==> src/hdl/csvp_pkg.sv <==
// ----------------------------------------------------------------------------
// csvp_pkg
// Shared types and constants for the comma-separated decimal line parser.
// ----------------------------------------------------------------------------
package csvp_pkg;

  localparam logic [7:0] CharLf    = 8'h0A;
  localparam logic [7:0] CharCr    = 8'h0D;
  localparam logic [7:0] CharComma = 8'h2C;
  localparam logic [7:0] CharPlus  = 8'h2B;
  localparam logic [7:0] CharMinus = 8'h2D;
  localparam logic [7:0] CharZero  = 8'h30;
  localparam logic [7:0] CharNine  = 8'h39;

  localparam logic [1:0] LastField = 2'd3;

  typedef enum logic [2:0] {
    PH_START  = 3'd0,
    PH_SIGN   = 3'd1,
    PH_DIGITS = 3'd2,
    PH_DONE   = 3'd3,
    PH_FAIL   = 3'd4
  } phase_e;

  typedef struct packed {
    logic [7:0]  temp;
    logic [7:0]  fuel;
    logic [15:0] rpm;
    logic [15:0] speed;
  } fields_t;

  typedef struct packed {
    logic    parse_ok;
    fields_t values;
  } result_t;

  // Write one finished value into its slot, cut to the slot width.
  function automatic fields_t store_field(fields_t f, logic [1:0] idx, logic [15:0] v);
    fields_t r;
    r = f;
    case (idx)
      2'd0:    r.speed = v;
      2'd1:    r.rpm   = v;
      2'd2:    r.fuel  = v[7:0];
      default: r.temp  = v[7:0];
    endcase
    return r;
  endfunction

endpackage

==> src/hdl/csv_line_decimal_parser.sv <==
// ----------------------------------------------------------------------------
// csv_line_decimal_parser
// Streaming parser for "speed,rpm,fuel,temp" lines of decimal integers.
// ----------------------------------------------------------------------------
// Feed received bytes one per transaction on the input channel; the block
// takes one byte every clock cycle while no LF waits in the input register.
// Each byte lands in an input register, from which the parse stage advances
// the line state; when it takes an LF, the result goes into the output
// register. Only an LF produces a result transaction: parse_ok tells whether
// the line held four well-formed fields, and the four value ports always
// carry the latched values, which change only on a good line. CR bytes are
// dropped, bytes past the first LINE_CAP-1 of a line are ignored, and the
// values wrap to 16, 16, 8 and 8 bits (negatives in two's complement). An
// LF waits in the input register only while a previous result is still
// stalled at the output; all other bytes pass regardless of the output.
module csv_line_decimal_parser #(
  parameter int LINE_CAP = 64
) (
  input  logic        clk_i,
  input  logic        rst_ni,
  // byte input channel
  input  logic        in_valid_i,
  output logic        in_stall_o,
  input  logic [7:0]  rx_char_i,
  // result output channel
  output logic        out_valid_o,
  input  logic        out_stall_i,
  output logic        parse_ok_o,
  output logic [15:0] speed_value_o,
  output logic [15:0] rpm_value_o,
  output logic [7:0]  fuel_value_o,
  output logic [7:0]  temp_value_o
);
  import csvp_pkg::*;

  // Input register
  logic       s1_valid_q, s1_valid_d;
  logic [7:0] s1_char_q;
  logic       in_accept;
  logic       s1_is_lf;
  logic       s1_go;

  // Result register
  logic    out_valid_q, out_valid_d;
  result_t out_res_q;
  result_t parse_res;
  logic    out_load;

  assign s1_is_lf = (s1_char_q == CharLf);
  // Advance the held byte unless it is an LF and the result slot is full and stalled.
  assign s1_go    = s1_valid_q && (!s1_is_lf || !out_valid_q || !out_stall_i);
  assign in_stall_o = s1_valid_q && !s1_go;
  assign in_accept  = in_valid_i && !in_stall_o;
  assign out_load   = s1_go && s1_is_lf;

  always_comb begin
    s1_valid_d = s1_valid_q;
    if (in_accept) begin
      s1_valid_d = 1'b1;
    end else if (s1_go) begin
      s1_valid_d = 1'b0;
    end
  end

  always_comb begin
    out_valid_d = out_valid_q;
    if (out_load) begin
      out_valid_d = 1'b1;
    end else if (!out_stall_i) begin
      // Drop the result once the transaction completes.
      out_valid_d = 1'b0;
    end
  end

  always_ff @(posedge clk_i or negedge rst_ni) begin
    if (!rst_ni) begin
      s1_valid_q  <= 1'b0;
      out_valid_q <= 1'b0;
    end else begin
      s1_valid_q  <= s1_valid_d;
      out_valid_q <= out_valid_d;
    end
  end

  // Payload registers: hold unless new data is taken.
  always_ff @(posedge clk_i) begin
    if (in_accept) begin
      s1_char_q <= rx_char_i;
    end
    if (out_load) begin
      out_res_q <= parse_res;
    end
  end

  csvp_parser #(
    .LINE_CAP (LINE_CAP)
  ) u_parser (
    .clk_i  (clk_i),
    .rst_ni (rst_ni),
    .take_i (s1_go),
    .char_i (s1_char_q),
    .res_o  (parse_res)
  );

  assign out_valid_o   = out_valid_q;
  assign parse_ok_o    = out_res_q.parse_ok;
  assign speed_value_o = out_res_q.values.speed;
  assign rpm_value_o   = out_res_q.values.rpm;
  assign fuel_value_o  = out_res_q.values.fuel;
  assign temp_value_o  = out_res_q.values.temp;

endmodule

==> src/hdl/csvp_parser.sv <==
// ----------------------------------------------------------------------------
// csvp_parser
// Line state of the parser: field scanner, accumulator and latched values.
// ----------------------------------------------------------------------------
module csvp_parser #(
  parameter int LINE_CAP = 64
) (
  input  logic              clk_i,
  input  logic              rst_ni,
  input  logic              take_i,
  input  logic [7:0]        char_i,
  output csvp_pkg::result_t res_o
);
  import csvp_pkg::*;

  localparam int CntW = $clog2(LINE_CAP);
  localparam logic [CntW-1:0] CountMax = CntW'(LINE_CAP - 1);

  logic [CntW-1:0] count_q, count_d;
  logic [1:0]      idx_q, idx_d;
  phase_e          phase_q, phase_d;
  logic            neg_q, neg_d;
  logic [15:0]     acc_q, acc_d;
  fields_t         pend_q, pend_d;
  fields_t         latch_q, latch_d;

  logic        is_digit;
  logic        is_blank;
  logic [15:0] digit_val;
  logic [15:0] signed_val;
  logic        line_ok;
  fields_t     pend_final;

  assign is_digit   = char_i inside {[CharZero:CharNine]};
  assign is_blank   = char_i inside {8'h20, 8'h09, 8'h0B, 8'h0C, CharLf, CharCr};
  assign digit_val  = {8'h00, char_i - CharZero};
  assign signed_val = neg_q ? (16'd0 - acc_q) : acc_q;
  assign line_ok    = (phase_q == PH_DONE) ||
                      ((phase_q == PH_DIGITS) && (idx_q == LastField));
  assign pend_final = (phase_q == PH_DIGITS) ? store_field(pend_q, idx_q, signed_val)
                                              : pend_q;

  always_comb begin
    count_d = count_q;
    idx_d   = idx_q;
    phase_d = phase_q;
    neg_d   = neg_q;
    acc_d   = acc_q;
    pend_d  = pend_q;
    latch_d = latch_q;
    if (take_i) begin
      if (char_i == CharLf) begin
        if (line_ok) begin
          latch_d = pend_final;
        end
        count_d = '0;
        idx_d   = '0;
        phase_d = PH_START;
        neg_d   = 1'b0;
        acc_d   = '0;
        pend_d  = '0;
      end else if (char_i != CharCr && count_q < CountMax) begin
        count_d = count_q + 1'b1;
        case (phase_q)
          PH_START: begin
            if (is_blank) begin
              phase_d = PH_START;
            end else if (char_i == CharPlus || char_i == CharMinus) begin
              neg_d   = (char_i == CharMinus);
              phase_d = PH_SIGN;
            end else if (is_digit) begin
              acc_d   = digit_val;
              phase_d = PH_DIGITS;
            end else begin
              phase_d = PH_FAIL;
            end
          end
          PH_SIGN: begin
            if (is_digit) begin
              acc_d   = digit_val;
              phase_d = PH_DIGITS;
            end else begin
              phase_d = PH_FAIL;
            end
          end
          PH_DIGITS: begin
            if (is_digit) begin
              // acc * 10 + digit, modulo 2^16
              acc_d = {acc_q[12:0], 3'b000} + {acc_q[14:0], 1'b0} + digit_val;
            end else if (idx_q == LastField) begin
              pend_d  = store_field(pend_q, idx_q, signed_val);
              phase_d = PH_DONE;
            end else if (char_i == CharComma) begin
              pend_d  = store_field(pend_q, idx_q, signed_val);
              idx_d   = idx_q + 1'b1;
              neg_d   = 1'b0;
              acc_d   = '0;
              phase_d = PH_START;
            end else begin
              phase_d = PH_FAIL;
            end
          end
          default: begin
            phase_d = phase_q;
          end
        endcase
      end
    end
  end

  always_ff @(posedge clk_i or negedge rst_ni) begin
    if (!rst_ni) begin
      count_q <= '0;
      idx_q   <= '0;
      phase_q <= PH_START;
      neg_q   <= 1'b0;
      acc_q   <= '0;
      pend_q  <= '0;
      latch_q <= '0;
    end else begin
      count_q <= count_d;
      idx_q   <= idx_d;
      phase_q <= phase_d;
      neg_q   <= neg_d;
      acc_q   <= acc_d;
      pend_q  <= pend_d;
      latch_q <= latch_d;
    end
  end

  assign res_o.parse_ok = line_ok;
  assign res_o.values   = latch_d;

endmodule
==> config.mk <==
export PLATFORM = sky130hd
export DESIGN_NAME = csv_line_decimal_parser
export DESIGN_NICKNAME = d
export VERILOG_FILES = /design/src/hdl/csvp_pkg.sv /design/src/hdl/csv_line_decimal_parser.sv /design/src/hdl/csvp_parser.sv
export SDC_FILE = /design/constraint.sdc
export NUM_CORES = 1
export LEC_CHECK = 0
export ABC_AREA = 1
export BUFFER_PORTS_ARGS = -buffer_cell sky130_fd_sc_hd__clkbuf_2
export CAP_MARGIN = 25
export CORE_MARGIN = 2
export CORE_UTILIZATION = 33
export DETAILED_ROUTE_END_ITERATION = 8
export PLACE_DENSITY = 0.61
export SLEW_MARGIN = 10
export SYNTH_ARGS = -nofsm -noshare
export SYNTH_HDL_FRONTEND = slang
export SYNTH_HIERARCHICAL = 1
export SYNTH_SLANG_ARGS = --single-unit
==> constraint.sdc <==
create_clock -name clk_i -period 3 [get_ports clk_i]
set_input_delay 0.6 -clock clk_i [delete_from_list [all_inputs] [get_ports clk_i]]
set_output_delay 0.6 -clock clk_i [all_outputs]
set_load 0.03 [all_outputs]
==> summary.md <==
| Metric | Value |
|---|---|
| Status | complete, no violations |
| Worst-Margin Slew | around 0.94 ns |
| CTS tree | built |
| Starting Density | 0.337 |
| Clock power frac | 0.336 |
| # DRC | 0 |
| Synth Register Bits | between 150 and 200 |
| Vias per cell | approximately 5 |
| Mapped Cells | roughly 1.2k |
| Final Cell Area | between 0.01 and 0.015 mm² |
| Synth-to-Final Area Change | 13.8% |
| Rel. slew slack | 0.366 |
| Wire per inst | around 15 µm |
| Final antenna-violating net count | 0 |
| Finished Layout Cells | 1623 |
| Core Util, Final | 0.383 |
| RSZ-0062 raised after global routing | false |
| Layout cells sized above 1 | 0.123 |
| Die Y | 176 µm |
| Most used cell, CP | nand2_1 |
| CTS Sinks | approximately 180 |
| Placed insts | ~1.6k |
| Most frequent cells in the layout | 368 x nand2_1, 126 x dfrtp_1, 125 x inv_1 |
| DP Area | about 0.011 mm² |
| First-pass GRT wire length | about 40000 µm |
| Depth of the most critical reg-to-reg path | 15 |
| Synthesized cell area | 0.00972 mm² |
| Comb pwr share | 0.218 |
| Post-synth EDFFs | 57 |
| # diodes | 0 |
| Number of synthesis warnings | 6 |
| Ys flop type | dfrtp_1 |
| Area share of the largest cell type after synthesis | 0.324 |
| Worst setup SP type | flip-flop |
| Tot GR Track Use | 0.166 |
| HP Class | primary input to asynchronous set/reset pin |
| Synth Area in XOR/XNOR | 0.00991 |
| Worst EP required | 3.37 ns |
| Switching Share | 0.320 |
| CP max stage delay | between 0.4 and 0.5 ns |
| Hold Buf Count CTS | 0 |
| Final setup viols | 0 |
| Most common cell after layout, fill and taps aside | nand2_1 |
| Final worst path period share | 0.893 |
| Flop pwr share | 0.446 |
| Pwr Density | roughly 580 mW/mm² |
| Final worst slack | between 0.3 and 0.4 ns |
| Leakage | around 5.3 nW |
| Die Wd | ~180 µm |
| Vias in the first global route | approximately 7.6k |
| Peak VDD IR | between 0.3 and 0.4 mV |
| Syn_nets | 1212 |
| Switching power of the nets | 0.00204 W |
| # IOs | between 60 and 70 |
| Fin crit period | 2.68 ns |
| Worst-path cell with the longest stage delay | fa_1 |
| CTS Buffer Depth | 2 |
| Setup TNS | 0 ns |
| # port buffers | 62 |
| Fillers | 2984 |
| Synth Area in Adders | 0.0523 |
| Async SR Flop Fraction | 0.689 |
| Post-Synth Simple-Gate Area | 0.236 |
| Library cells used by synthesis | 44 |
| End of the worst register-to-register path | u_parser/acc_q[11] |
| Avg Inst Size Synth | 8.36 µm² |
| Core Region | between 0.02 and 0.03 mm² |
| Post-synthesis sequential area ratio | 0.501 |
| Cell accounting for the most synthesized area | dfrtp_1 |
| Max Cap Violations | 0 |
| Reg2reg setup slack | 0.32 ns |
| CTS resizes | 0 |
| Worst setup EP type | flip-flop |
| Die area | around 0.03 mm² |
| First DRT Iteration DRCs | slightly above 600 |
| Nets | ~1.3k |
| Crit path DAT | a little over 3 ns |
| Grt ovf | 0 |
| CTS buffer count | 17 |
| Mux cell area share after synthesis | 0 |
| Fmax | around 370 MHz |
| # rows | 62 |
| Final slew viol count | 0 |
| CP max FO | 6 |
| Post-DP HPWL | around 17000 µm |
| Synth Area in Compound Gates | 0.127 |
| Reg2reg start | s1_char_q[5] |
| Worst-path clk slew | 0.07 ns |
| Initial antenna violation count | 0 |
| Via count | around 7.9k |
| Cell internal pwr | approximately 0.0043 W |
| Routability cong. | around 0.83 |
| Largest family of logic cells by synthesized area | simple AND/OR/NAND/NOR gates |
| Clock latency on the worst-skew pair | between 0.4 and 0.5 ns |
| Crit-path cells | buf_4, inv_1, ha_1, fa_1, ha_1, nand2_1, nor2_1, nand2_1, nand3_1, nand2_1, nand2_1, nand2_1, a21oi_1, nand3_1, nand2_1 |
| Routed WL | approximately 25000 µm |
| CTS HTree Levels | 4 |
| Layout Skew | ~0.014 ns |
| Largest net degree at the start of global routing | 80 |
| Place WS | 0.352 ns |
| Area contributors post-synth | dfrtp_1 32%, edfxtp_1 18%, nand2_1 14% |
| Hold Violations, Final | 0 |
| Critical path type | flip-flop to flip-flop |
| TritonRoute pass-1 iters | 5 |
| Root Buffer | clkbuf_16 |
-- sequential cells by signal (all words and copies together) (netlist names) --
name,count
u_parser/count_q,6
speed_value_o,16
out_valid_o,1
u_parser/phase_q,3
u_parser/neg_q,1
parse_ok_o,1
rpm_value_o,16
fuel_value_o,8
temp_value_o,8
s1_valid_q,1
s1_char_q,8
u_parser/latch_q,48
u_parser/idx_q,2
u_parser/pend_q,48
u_parser/acc_q,16
-- cell usage after synthesis, types with 3 or more instances --
master       n
o21ai_0     94
nor2_2       4
o21ai_1      7
nand3_2      3
nor3_1       3
a21boi_0     9
nor2_1      52
ha_1        31
dfrtp_1    126
nand3b_1     3
a21oi_1     51
buf_2       12
o21ai_2      5
edfxtp_1    57
buf_6        4
o21a_1      16
inv_1      126
nand4_1     12
clkbuf_1    23
inv_2        7
fa_1         6
a2bb2oi_1    3
nand2_2      8
nand3_1     72
nor2_4       4
o22ai_1     25
xor2_1       9
o211ai_1     6
nand2_1    368
-- worst max-delay path by stage --
stage | from | to | slack [ns] | depth (start not counted)
5_1_grt | s1_char_q[4] | u_parser/acc_q[15] | 0.02 | 15
4_1_cts | s1_char_q[5] | u_parser/acc_q[11] | 0.31 | 14
6_report | s1_char_q[5] | u_parser/acc_q[11] | 0.32 | 15
2_1_floorplan | s1_char_q[5] | u_parser/acc_q[15] | 0.57 | 15
3_3_place_gp | s1_char_q[5] | u_parser/acc_q[15] | 0.37 | 15
3_5_place_dp | s1_char_q[5] | u_parser/acc_q[11] | 0.35 | 14
-- area by class of cell --
| type | instances | area [µm²] | share of cell area |
|---|---|---|---|
| inverter | 135 | 512 | 0.0463 |
| clock inverter | 11 | 101 | 0.00916 |
| timing repair buffer | 86 | 518 | 0.0468 |
| clock buffer | 21 | 450 | 0.0407 |
| sequential | 183 | 4860 | 0.440 |
| tap | 384 | 480 | 0.0434 |
| multi-input combinational | 803 | 4140 | 0.374 |
-- critical path: cells and delay by family, from the launching register on --
kind                       cells  cell delay [ns]
AOI/OAI and AO/OA              1             0.13
buffers and inverters          2             0.22
adders and majority gates      3             1.08
DFF                            1             0.44
and+or+nand+nor                9             0.74
-- metal layers --
layer  vias to the layer above  global-route usage  wire length, µm
met2                       216               0.257            11100
met4                         0              0.0358              333
met5                         -                   0                0
met3                        22              0.0329             1310
met1                      3774               0.240            12100
li1                       3931                   -                -
-- power groups by stage --
stage / Combinational [W] / Clock [W] / Sequential, W
3_5_place_dp: 0.00138 / 0 / 0.00289
2_1_floorplan: 0.00104 / 0 / 0.00285
3_3_place_gp: 0.00135 / 0 / 0.00289
6_report: 0.00139 / 0.00214 / 0.00284
5_1_grt: 0.00160 / 0.00229 / 0.00286
4_1_cts: 0.00139 / 0.00219 / 0.00284
-- cell families after synthesis --
kind of cell	Yosys count
fa+ha+maj	37
simple gates	537
compound gates	218
xor+xnor	11
buf+inv	177
flops	183
-- per-stage QoR --
stage / hold slack (ns) / power [W]
floorplan: 0.304 / 0.00389
global placement: 0.464 / 0.00424
detailed placement: 0.465 / 0.00427
CTS: 0.00407 / 0.00643
global route: 0.00364 / 0.00675
finish: 0.0104 / 0.00638
-- what timing repair did --
item,4_1_cts,5_1_grt
endpoints found under the setup margin,0,1
setup buffers,0,1
hold endpoints to repair,0,0
Power figures use the tool's default switching activity.
